--- src/hdl/chfr_pkg.sv ---
// ============================================================================
// chfr_pkg: shared types and constants for the cross forward recursion
// Field widths, fixed-point constants, lane control bundle and the 4x4
// transition coefficient pattern used by the lanes.
// ============================================================================
package chfr_pkg;

    // Field widths.
    localparam int RATE_W      = 16;
    localparam int HAP_W       = 17;
    localparam int WEIGHT_W    = 33;
    localparam int NUM_PATHS   = 4;
    localparam int IN_TDATA_W  = 88;
    localparam int OUT_TDATA_W = 40;

    // Fixed-point ones: Q1.16 haplotype and Q1.32 weight.
    localparam logic [HAP_W-1:0]    HAP_ONE = 17'h1_0000;
    localparam logic [WEIGHT_W-1:0] Q32_ONE = 33'h1_0000_0000;

    // Four path weights, one per lane.
    typedef logic [NUM_PATHS-1:0][WEIGHT_W-1:0] weight_vec_t;

    // Per-cycle controls that the sequencer hands to every lane.
    typedef struct packed {
        logic prod_en;
        logic acc_load;
        logic acc_add;
        logic mix_en;
    } lane_ctrl_t;

    // Which transition coefficient sits at a row and column.
    typedef enum logic [1:0] {
        COEF_A = 2'd0,
        COEF_B = 2'd1,
        COEF_C = 2'd2
    } coef_kind_t;

    // Paths within the same parent half mix with A on the diagonal and B
    // off it; paths across halves mix with C.
    function automatic coef_kind_t coef_kind(input logic [1:0] row, input logic [1:0] col);
        coef_kind_t kind;
        if (row[1] != col[1]) begin
            kind = COEF_C;
        end else if (row[0] == col[0]) begin
            kind = COEF_A;
        end else begin
            kind = COEF_B;
        end
        return kind;
    endfunction

    // Haplotype values above one clamp to one.
    function automatic logic [HAP_W-1:0] sat_hap(input logic [HAP_W-1:0] h);
        logic [HAP_W-1:0] v;
        v = (h > HAP_ONE) ? HAP_ONE : h;
        return v;
    endfunction

endpackage

--- src/hdl/chfr_lane.sv ---
// ============================================================================
// chfr_lane: one path-weight lane
// Accumulates coefficient times old weight over four column steps (split
// into high and low weight halves), floors and clamps the mixed weight, and
// scales it by the lane's haplotype value.
// ============================================================================
module chfr_lane (
    input  logic                                clk,
    input  logic                                rst_n,
    input  chfr_pkg::lane_ctrl_t                ctrl,
    input  logic [chfr_pkg::WEIGHT_W-1:0]       coef,
    input  logic [chfr_pkg::WEIGHT_W-1:0]       weight,
    input  logic [chfr_pkg::HAP_W-1:0]          hap,
    output logic [chfr_pkg::WEIGHT_W-1:0]       scaled
);
    import chfr_pkg::*;

    logic [49:0] p_hi_reg;
    logic [48:0] p_lo_reg;
    logic [51:0] acc_hi_reg;
    logic [50:0] acc_lo_reg;
    logic [52:0] mix_sum;
    logic [36:0] mix_floor;
    logic [WEIGHT_W-1:0] m_reg;
    logic [49:0] scale_prod;

    // Column products, high and low weight halves in parallel.
    always_ff @(posedge clk)
    begin
        if (ctrl.prod_en)
        begin
            p_hi_reg <= 50'(coef) * 50'(weight[32:16]);
            p_lo_reg <= 49'(coef) * 49'(weight[15:0]);
        end
    end

    // Accumulate the registered products one step behind.
    always_ff @(posedge clk)
    begin
        if (ctrl.acc_load)
        begin
            acc_hi_reg <= 52'(p_hi_reg);
            acc_lo_reg <= 51'(p_lo_reg);
        end
        else if (ctrl.acc_add)
        begin
            acc_hi_reg <= acc_hi_reg + 52'(p_hi_reg);
            acc_lo_reg <= acc_lo_reg + 51'(p_lo_reg);
        end
    end

    // Exact floor of the mixed sum over 2^32, clamped to one.
    assign mix_sum   = 53'(acc_hi_reg) + 53'(acc_lo_reg[50:16]);
    assign mix_floor = mix_sum[52:16];

    always_ff @(posedge clk)
    begin
        if (ctrl.mix_en)
        begin
            m_reg <= (mix_floor > 37'(Q32_ONE)) ? Q32_ONE : mix_floor[32:0];
        end
    end

    // Scale by the haplotype value; the result never exceeds one.
    assign scale_prod = 50'(m_reg) * 50'(hap);
    assign scaled     = scale_prod[48:16];

    // The clamped mixed weight is never above one.
    a_mix_clamped: assert property (@(posedge clk) disable iff (!rst_n)
        ctrl.mix_en |=> (m_reg <= Q32_ONE))
        else $error("lane mixed weight above one");

endmodule

--- config.mk ---
export PLATFORM = sky130hd
export DESIGN_NAME = chfr_lane
export DESIGN_NICKNAME = d
export VERILOG_FILES = /design/src/hdl/chfr_pkg.sv /design/src/hdl/chfr_lane.sv
export SDC_FILE = /design/constraint.sdc
export NUM_CORES = 2
export LEC_CHECK = 0
export BUFFER_PORTS_ARGS = -buffer_cell sky130_fd_sc_hd__buf_2
export CAP_MARGIN = 10
export CORE_UTILIZATION = 54
export CTS_CLUSTER_SIZE = 24
export DETAILED_ROUTE_END_ITERATION = 16
export PLACE_DENSITY = 0.71
export SYNTH_ARGS = -nofsm -noshare
export SYNTH_HDL_FRONTEND = slang
export SYNTH_SLANG_ARGS = --single-unit
--- constraint.sdc ---
create_clock -name clk -period 9.86 [get_ports clk]
set_input_delay 1.972 -clock clk [delete_from_list [all_inputs] [get_ports clk]]
set_output_delay 1.972 -clock clk [all_outputs]
set_load 0.01 [all_outputs]
# --- Word level (Yosys, flattened, before mapping) ---
# Index checks and enable logic that the tools add are counted.
word_totals:
  regBits: 235
  in_bits: 89
  output_inout_bits: 33
  elab_cells: 19
op_classes:
  n_addsub: 3
  n_mul: 3
  order_cmp: 1
  mux: 4
  n_reduce_logical: 1
op_table:
  columns: ["cell", "n"]
  rows:
  - ["$mux 50", 2]
  - ["$mux 49", 2]
  - ["$add 52x35->53", 1]
  - ["$add 52x50->52", 1]
  - ["$add 51x49->51", 1]
  - ["$mul 33x17->50", 1]
  - ["$mul 33x16->49", 1]
  - ["$mul 33x17->49", 1]
  - ["$gt 37x33->1 const B", 1]
  - ["$reduce_bool 2->1", 1]

# --- Longest topological paths before layout ---
depth:
  depth_word: 3
  depth_mapped: 27
  mapped_depth_nobuf: 25

# --- Worst setup path before layout ---
# OpenSTA, ideal clock, no wires.
synth_path:
  kind: "input to output"
  from: "in hap[2] (netlist bit)"
  to: "out scaled[27] (netlist bit)"
  arrival_time_ns: 7.989
  required_time_ns: 7.888
  setup_slack_ns: -0.101
  path_stages: 21
  n_path_buf: 1
  cell_sequence: "clkbuf_1 nand2_1 fa_1 fa_1 fa_1 inv_1 fa_1 fa_1 fa_1 ha_1 o21a_1 o21ai_0 o311a_1 a31o_2 o21ai_0 nand2_1 o2bb2ai_1 or3_1 a21boi_0 nor2_1 xnor2_1"
synth_via:
  elab_chain_len: 1
synth_lines:
  columns: ["item", "line_no", "source"]
  rows:
  - ["start, declared", "chfr_lane.sv:13", "input logic [chfr_pkg::HAP_W-1:0] hap,"]
  - ["$mul 33x17->49", "chfr_lane.sv:65", "assign scale_prod = 50'(m_reg) * 50'(hap);"]
  - ["end, declared", "chfr_lane.sv:14", "output logic [chfr_pkg::WEIGHT_W-1:0] scaled"]
# No other way between the ends.

# --- Worst setup path in the final report ---
layout_path:
  from: "in hap[2] (netlist bit)"
  to: "out scaled[16] (netlist bit)"
# Same word-level chain as after synthesis.

==> impl_metrics.yaml <==
outcome:
  outcome: "finished with violations"
  violations: "negative setup slack"
floorplan:
  die-area_um2: 124900
  fp.dieH_um: 353.4
  core_um2: 122200
  core.rowCount: 128
  io_pins: 122
  start_util_pct: 54.57
  die_w_um: 353.4
yosys:
  syn_inst: 7473
  synth-seq-cells: 235
  synth-seq-area-share_pct: 10.52
  syn-num-nets: 9417
  async_flop_share_pct: 0
  synth_top_area_share_pct: 40.80
  yosysWarnings: 0
  synthTopCellsByArea: "fa_1 (41%), edfxtp_1 (10%), ha_1 (9.3%)"
  synth_area_um2: 66680
  yosysTopAreaCell: "fa_1"
  syn_area_per_cell_um2: 8.922
  synth_cell_types: 85
  synth-edff-count: 231
  synth_ff_type: "edfxtp_1"
sta:
  layout_setup_ws_ns: -0.2653
  fin_crit_ns: 10.13
  fin_skew_ns: 0.02430
  whs_ns: 0.5362
  worst_pin_slew_ns: 1.051
  fmax_mhz: 98.76
  hold_violations: 0
  rsz0062_at_grt: "true"
  slew_viol_final: 0
  fin_crit_sh_pct: 102.7
  finalSetupViolCount: 13
  relSlewSlack_pct: 29.83
detailed_routing:
  antenna_left: 0
  vias: 50540
  wl_per_cell_um: 18.56
  wl_um: 170000
  drc: 0
  initialDrtViolationCount: 3453
  drt_first_pass_iters: 5
  viasPerCell: 5.517
clock_network:
  clock_path_buffers: 3
  insertion_delay_ns: 0.55
  cts_buffers: 21
  cts_tree: "yes"
  cts_sinks: 235
  root_buffer: "clkbuf_16"
  clk_pin_slew_ns: 0.07
  htreeDepth: 1
layout:
  antenna_cells: 0
  syn_to_final_growth_pct: 7.313
  post-route-util_pct: 58.56
  fill_cells: 10700
  nets: 9466
  largest_reg_flops: 52
  drive_gt1_share_pct: 6.715
global_routing:
  grt_max_degree: 93
  grt_pass1_wl_um: 278300
  overflow: 0
  first_global_vias: 54020
  grt_antenna_before_repair: 2
  grt.total_usage_pct: 27.73
critical_path:
  worstSetupStartpointType: "primary input"
  end_kind: "output port"
  critPathArrivalTime_ns: 8.15
  regToRegSetupSlack_ns: 5.24
  max_stage_delay_ns: 0.57
  cpMostUsedCell: "fa_1"
  path_max_fanout: 5
  cp_num_buf_inv: 7
  cp_top_family: "adder cells"
  critPathKind: "in -> out"
  slowest_stage: "or4b_4"
  crit_required_ns: 7.89
flow_run:
  cap_viol_max_count: 0
hold_path:
  hold_path.class: "reg -> reg"
placed_design:
  gp_congestion: 0.8954
  numPortBuffers: 120
  dp_hpwl_um: 140100
==> per-stage QoR <==
stage | TNS, ns | instances | cell area [µm²] | setup slack, ns
floorplan | 0 | 7473 | 66680 | 0.005023
global placement | -6.680 | 9103 | 69850 | -0.5830
detailed placement | -7.791 | 9103 | 69850 | -0.6573
CTS | -2.361 | 9148 | 71090 | -0.2523
global route | -4.723 | 9160 | 71550 | -0.4199
finish | -2.453 | 9160 | 71550 | -0.2653
==> cells by family (layout without fill, tap and decap cells) <==
group	after synthesis	after routing	synth area share (%)
and+or+nand+nor	2374	2374	17.07
buffers and inverters	1885	1947	10.63
adders and majority gates	1855	1855	50.11
AOI/OAI and AO/OA	891	891	8.576
DFF	235	235	10.52
xor gates and xnor gates	222	222	2.916
muxes	11	11	0.1764
==> final cells by class <==
cell class	instances	area (µm²)	share of cell area, %
multi-input cells	5353	53100	74.21
clock buffers	23	533.0	0.7449
flip-flops and latches	235	7017	9.806
inverters	1547	5807	8.115
well taps	1625	2033	2.842
clock inverters	13	205.2	0.2868
repair buffers	364	2860	3.997
==> synthesized netlist by cell type (30+ instances only) <==
master    instances
o21a_1           43
nand2_1        1223
ha_1            496
and3_1           41
nand3_1          67
edfxtp_1        231
a211oi_1         37
clkbuf_1        330
nor3_1           40
nand4_1          30
o21ai_0         208
xor2_1           79
a21oi_1         244
inv_1          1547
nand2b_1         38
o21bai_1         38
xnor2_1         143
nor2b_1          42
and2_1          674
nor2_1          146
a21o_1          132
fa_1           1359
==> timing repair <==
item / in CTS / in global routing
gates cloned: 2 / 2
resized for setup: 87 / 78
hold buffers: 0 / 0
pin swaps: 45 / 64
buffers inserted: 10 / 11
setup endpoints to repair: 21 / 22
==> routing by layer <==
layer	up-vias	GRT usage, %	routed length, µm
li1	22990	-	-
met5	-	0	13
met2	1716	49.04	84840
met4	2	8.719	5504
met3	339	2.966	10490
met1	25490	35.63	69120
==> cell usage in the layout (no fill, tap or decap), types with 30 or more instances in the layout <==
cell type  instances
nand4_1           30
a21oi_1          234
buf_2            102
and3_1            40
xor2_1            74
nor2_1           141
edfxtp_1         231
o21a_1            43
xnor2_1          136
nand3_1           64
inv_1           1541
fa_1            1350
nand2b_1          38
o21bai_1          38
and2_1           667
o21ai_0          203
a21o_1           132
nor3_1            39
buf_4            209
ha_1             488
nor2b_1           41
nand2_1         1220
a211oi_1          36
==> final timing paths <==
kind,startpoint,end,depth (start not counted)
max,hap[2],scaled[16],26
min,acc_lo_reg[50],acc_lo_reg[50],2
max reg2reg,acc_hi_reg[20],m_reg[2],10
min reg2reg,acc_lo_reg[50],acc_lo_reg[50],2
==> tightest hold or removal path, cell delays in order (launching register included) <==
cell and delay, ns:
dfxtp_1 0.35, xnor2_1 0.08, nor2_1 0.07
Power is left out: the tool's default activity adds up to more than one toggle a clock period on the data nets, which glitch-free logic cannot reach.
