**config.mk**
```make
export PLATFORM = sky130hd
export DESIGN_NAME = chfr_merge
export DESIGN_NICKNAME = d
export VERILOG_FILES = /design/src/hdl/chfr_pkg.sv /design/src/hdl/chfr_merge.sv
export SDC_FILE = /design/constraint.sdc
export NUM_CORES = 1
export LEC_CHECK = 0
export BUFFER_PORTS_ARGS = -buffer_cell sky130_fd_sc_hd__clkbuf_2
export CAP_MARGIN = 15
export CORE_MARGIN = 2
export CORE_UTILIZATION = 28
export DETAILED_ROUTE_END_ITERATION = 10
export GPL_TIMING_DRIVEN = 0
export RECOVER_POWER = 100
export SLEW_MARGIN = 20
export SYNTH_ARGS = -nofsm -noshare
export SYNTH_HDL_FRONTEND = slang
export SYNTH_SLANG_ARGS = --single-unit
```
**constraint.sdc**
```tcl
create_clock -name clk -period 0.8 [get_ports clk]
set_input_delay 0.16 -clock clk [delete_from_list [all_inputs] [get_ports clk]]
set_output_delay 0.16 -clock clk [all_outputs]
set_load 0.02 [all_outputs]
```
**src/hdl/chfr_pkg.sv**
```systemverilog
// ============================================================================
// chfr_pkg: shared types and constants for the cross forward recursion
// Field widths, fixed-point constants, lane control bundle and the 4x4
// transition coefficient pattern used by the lanes.
// ============================================================================
package chfr_pkg;

    // Field widths.
    localparam int RATE_W      = 16;
    localparam int HAP_W       = 17;
    localparam int WEIGHT_W    = 33;
    localparam int NUM_PATHS   = 4;
    localparam int IN_TDATA_W  = 88;
    localparam int OUT_TDATA_W = 40;

    // Fixed-point ones: Q1.16 haplotype and Q1.32 weight.
    localparam logic [HAP_W-1:0]    HAP_ONE = 17'h1_0000;
    localparam logic [WEIGHT_W-1:0] Q32_ONE = 33'h1_0000_0000;

    // Four path weights, one per lane.
    typedef logic [NUM_PATHS-1:0][WEIGHT_W-1:0] weight_vec_t;

    // Per-cycle controls that the sequencer hands to every lane.
    typedef struct packed {
        logic prod_en;
        logic acc_load;
        logic acc_add;
        logic mix_en;
    } lane_ctrl_t;

    // Which transition coefficient sits at a row and column.
    typedef enum logic [1:0] {
        COEF_A = 2'd0,
        COEF_B = 2'd1,
        COEF_C = 2'd2
    } coef_kind_t;

    // Paths within the same parent half mix with A on the diagonal and B
    // off it; paths across halves mix with C.
    function automatic coef_kind_t coef_kind(input logic [1:0] row, input logic [1:0] col);
        coef_kind_t kind;
        if (row[1] != col[1]) begin
            kind = COEF_C;
        end else if (row[0] == col[0]) begin
            kind = COEF_A;
        end else begin
            kind = COEF_B;
        end
        return kind;
    endfunction

    // Haplotype values above one clamp to one.
    function automatic logic [HAP_W-1:0] sat_hap(input logic [HAP_W-1:0] h);
        logic [HAP_W-1:0] v;
        v = (h > HAP_ONE) ? HAP_ONE : h;
        return v;
    endfunction

endpackage

```
**src/hdl/chfr_merge.sv**
```systemverilog
// ============================================================================
// chfr_merge: merging stage and result register
// Sums the four lane weights, clamps the total to one and holds it in the
// output register until the downstream side takes the beat.
// ============================================================================
module chfr_merge (
    input  logic                                clk,
    input  logic                                rst_n,
    input  logic                                load,
    input  chfr_pkg::weight_vec_t               weights,
    output logic                                load_ready,
    output logic                                m_tvalid,
    input  logic                                m_tready,
    output logic [chfr_pkg::OUT_TDATA_W-1:0]    m_tdata   // [32:0] cross_value
);
    import chfr_pkg::*;

    logic [34:0] sum;
    logic [WEIGHT_W-1:0] value_reg;
    logic valid_reg;
    logic valid_next;

    // Adder tree over the four weights.
    assign sum = (35'(weights[0]) + 35'(weights[1])) + (35'(weights[2]) + 35'(weights[3]));

    // The register can take a new total when empty or being drained.
    assign load_ready = !valid_reg || m_tready;

    always_comb
    begin
        if (load)
        begin
            valid_next = 1'b1;
        end
        else if (m_tready)
        begin
            valid_next = 1'b0;
        end
        else
        begin
            valid_next = valid_reg;
        end
    end

    always_ff @(posedge clk or negedge rst_n)
    begin
        if (!rst_n)
        begin
            valid_reg <= 1'b0;
        end
        else
        begin
            valid_reg <= valid_next;
        end
    end

    always_ff @(posedge clk)
    begin
        if (load)
        begin
            value_reg <= (sum > 35'(Q32_ONE)) ? Q32_ONE : sum[32:0];
        end
    end

    assign m_tvalid = valid_reg;
    assign m_tdata  = {{(OUT_TDATA_W-WEIGHT_W){1'b0}}, value_reg};

    // The emitted total is clamped to one.
    a_out_clamped: assert property (@(posedge clk) disable iff (!rst_n)
        m_tvalid |-> (m_tdata[32:0] <= Q32_ONE))
        else $error("cross value above one");

endmodule

```
Word-level counts from Yosys, hierarchy flattened
Index checks and enable logic that the tools add are counted.

Bits in registers: 34. Input bits: 136. Output and inout port bits: 42. Word-level logic and storage cells: 11.

$add $sub $neg: 3. $lt $le $gt $ge: 1. Multiplexer cells: 2. Reductions and logical operators: 3.

Operators with widths (number): $add A33 B33 Y34 (2); $add A34 B34 Y35 (1); $gt A35 B33 Y1 const B (1); $mux W1 (2); $reduce_bool A2 Y1 (1); $logic_not A1 Y1 (1); $logic_or A1 B1 Y1 (1).

Longest topological paths before layout
Depth after elaboration: 3. Gate-level depth with buffers: 17. Depth with buffers taken out: 16.

Worst setup path before layout
OpenSTA, ideal clock, no wires.

Kind: in2reg. Start point: input weights[1] in the netlist's numbering. End point: register value_reg[26] (data pin). Setup time: 0.135 ns. Data arrival time: 4.054 ns. Required time: 0.665 ns. Setup slack: -3.388 ns. Cell stages on the path: 17. Buffers on the path: 1. Path through: inv_1 -> fa_1 -> inv_1 -> fa_1 -> ha_1 -> fa_1 -> a211oi_2 -> o211ai_1 -> a31oi_1 -> or3_1 -> o21ai_1 -> a311oi_2 -> o31ai_1 -> or4_4 -> o31a_1 -> buf_6 -> nor2b_2.

Word-level cells in the longest chain between the ends: 3.

Ends and longest elaborated chain: start: declaration (RTL line chfr_merge.sv:10) `input chfr_pkg::weight_vec_t weights,`; $add A33 B33 Y34 (*) (RTL line chfr_merge.sv:24) `assign sum = (35'(weights[0]) + 35'(weights[1])) + (35'(weights[2]) + 35'(weights[3]));`; $add A34 B34 Y35 (*) (RTL line chfr_merge.sv:24); $gt A35 B33 Y1 (RTL line chfr_merge.sv:61) `value_reg <= (sum > 35'(Q32_ONE)) ? Q32_ONE : sum[32:0];`; end signal: assignment (RTL line chfr_merge.sv:61); end: declaration (RTL line chfr_merge.sv:19) `logic [WEIGHT_W-1:0] value_reg;`.

Every way passes the cells marked *; elsewhere a longest branch is shown, timed or not. A chain may end at the register's enable or synchronous reset.

Worst setup path after layout
Start point: input weights[1] in the netlist's numbering. End point: register value_reg[0] (data pin).

Word-level cells in the longest chain between the ends: 3.

Ends and longest elaborated chain (RTL line): $add A33 B33 Y34 (chfr_merge.sv:24); $add A34 B34 Y35 (chfr_merge.sv:24); $gt A35 B33 Y1 (chfr_merge.sv:61).

Every way passes these cells.

==> results_dict.tcl <==
set metrics [dict create \
    status "complete, but fails checks" \
    violations "negative setup slack" \
    synth_top_cell_by_area "fa_1" \
    cts_tree "yes" \
    ant_nets 0 \
    worst_pin_slew_ns 0.504 \
    dieArea_um2 19500 \
    ctsRootBufferMaster "clkbuf_16" \
    syn_area_per_cell_um2 8.78 \
    p_leak_nw 3.63 \
    p_per_area_nw_per_um2 2430 \
    largest_reg_flops 33 \
    drc 0 \
    fin_skew_ns 0 \
    worst_ep_required_time_ns 0.94 \
    synthTopCellsByCount "inv_1, fa_1, nor2_1" \
    synth_top_area_share_pct 25.6 \
    fin_nets 1017 \
    period_needed_ns 4.27 \
    synth.yosys.seq_area_share_pct 19.7 \
    synth_area_leaders "fa_1, edfxtp_1, inv_1" \
    cp-end-kind "flop" \
    coreArea_um2 18000 \
    grt_overflow 0 \
    drive_gt1_share_pct 33.5 \
    dp_hpwl_mm 10.6 \
    ir_drop_mv 2.05 \
    cap_violations 0 \
    rsz0062_at_grt "true" \
    gp_congestion 0.796 \
    clock_latency_ns 0.27 \
    critPathMaxFanout 5 \
    numPortBuffers 170 \
    cts.sinks 34 \
    wl_mm 12.3 \
    clock.fmax_mhz 234 \
    synth_cell_types 62 \
    synthCells 588 \
    yosys_most_used_dff "edfxtp_1" \
    routedWlPerCell_um 12.1 \
    hold_class "in -> async" \
    setup_tns_ns -118.25 \
    chipWidth_um 140 \
    htreeDepth 2 \
    drt_iter0_markers 130 \
    r2r_cells 3 \
    drt-pass1-iter-count 4 \
    clock_path_buffers 2 \
    ys_seq_elements 34 \
    period_share_pct 533 \
    netlist_area_um2 5160 \
    die_height_um 140 \
    clk_pin_slew_ns 0.05 \
    crit_type "in -> reg" \
    vias_per_cell 4.28 \
    area_delta_synth_final_pct 36.6 \
    cts_buffers 5 \
    n_antenna_cell 0 \
    finalSetupViolCount 68 \
    async_reset_ff_share_pct 2.94 \
    vias 4326 \
    antenna_found_initial 0 \
    fin_ws_ns -3.47 \
    yosysMostFrequentCell "inv_1" \
    grt_start_max_net_pins 35 \
    final_util_pct 39.1 \
    start_util_pct 28.6 \
    rows 49 \
    cp-start-kind "primary input" \
    grt_usage_pct 12.5 \
    yosys_warnings 0 \
    hold_slack_ns 0.189 \
    finalHoldViolations 0 \
    ios 178 \
    cp.arrival_ns 4.41 \
    synth_edf_count 33 \
    finalMaxSlewViolations 0 \
    slew-limit-headroom_pct 66.1 \
    grt_pass1_wl_mm 20.3 \
    grt_pass1_vias 4364 \
]
==> kinds of logic (layout without fill, tap and decap cells) <==
kind of cell / count (synthesis) / count (layout) / share of synthesized area, %
buffers and inverters: 200 / 388 / 15.5
AOI/OAI and AO/OA: 98 / 98 / 13.2
xor gates and xnor gates: 26 / 26 / 4.41
other: 1 / 7 / 0.0727
muxes: 2 / 2 / 0.436
adders and majority gates: 100 / 100 / 33.8
and+or+nand+nor: 127 / 127 / 12.9
DFF: 34 / 34 / 19.7
==> layout make-up <==
cell class                 instances  area, µm²
tap                              229        287
inverter                         179        679
clock buffer                       5        125
clock inverter                     3       45.0
buffer                            19        135
multi-input combinational        360       3600
fill                            1851      11000
timing repair buffer             182       1160
sequential                        34       1020
==> worst paths after layout <==
check	to	start	slack (ns)
max in group asynchronous	m_tvalid	rst_n	0.53
worst max register to register	m_tvalid	m_tvalid	0.01
worst min-delay path	m_tvalid	rst_n	0.19
worst min register to register	m_tvalid	m_tvalid	0.70
worst max-delay path	value_reg[0]	weights[1]	-3.47
min in group clk	m_tvalid	m_tready	0.29
==> placed cells by master (no fill, tap or decap), types with 4 or more instances in the layout <==
master     netlist  routed
o211ai_1         6       6
o21ai_0         16      16
nor2_2           0       8
a21oi_2          3       6
xor2_1          15      14
buf_4            7      13
a21o_1           6       6
o21a_1           5       5
nor2_1          37      26
buf_2            5      10
edfxtp_1        33      33
buf_6            2      31
a21oi_1         28      25
nand4_1         12      12
nor2b_4          0       6
nor2b_1          8       6
conb_1           1       7
nand2_1         28      28
inv_1          179     175
nand3_1          6       6
clkbuf_16        0       5
o221ai_1         4       4
clkbuf_2         1     134
fa_1            66      65
ha_1            34      31
clkbuf_1         6       4
xnor2_1         11      10
==> power by group <==
| group | internal, W | leakage (nW) | switching, W | total (W) |
|---|---|---|---|---|
| clock | 0.00147 | 0.0760 | 0.000714 | 0.00218 |
| combinational | 0.00533 | 3.23 | 0.00706 | 0.0124 |
| sequential | 0.00245 | 0.325 | 0.000154 | 0.00260 |
==> repair_timing <==
action	4_1_cts	5_1_grt
setup buffers	6	3
pin swaps	6	5
endpoints found under the hold margin	1	0
setup endpoints to repair	102	68
resized for setup	31	108
hold buffers	1	0
gates cloned	2	0
==> stage by stage <==
stage / instances / setup slack, ns / instance area [µm²] / total power (W)
after floorplan: 594 / -3.22 / 5260 / 0.0105
after global placement: 993 / -3.86 / 6400 / 0.0133
after detailed placement: 993 / -3.83 / 6400 / 0.0133
after CTS: 1008 / -3.36 / 6780 / 0.0164
after global routing: 1011 / -3.64 / 7050 / 0.0188
final: 1011 / -3.47 / 7050 / 0.0172
==> per-layer routing <==
metal  wire [µm]  global-route usage, %
met3         614                   1.82
met2        5640                   20.7
met5           0                      0
met1        5920                   17.7
met4         108                   1.79
==> worst max-delay path, cell delays in order <==
cell and delay [ns]:
buf_8 0.08, inv_8 0.02, fa_1 0.54, inv_2 0.04, fa_1 0.46, ha_2 0.22, fa_2 0.38, a211oi_4 0.34
o211ai_1 0.22, a31oi_2 0.25, or3_4 0.19, o21ai_4 0.07, a311oi_4 0.33, o31ai_2 0.12, or4_4 0.50, o31a_1 0.19
buf_6 0.18, nor2b_4 0.10
No activity file was read; power rests on OpenSTA's default activity.
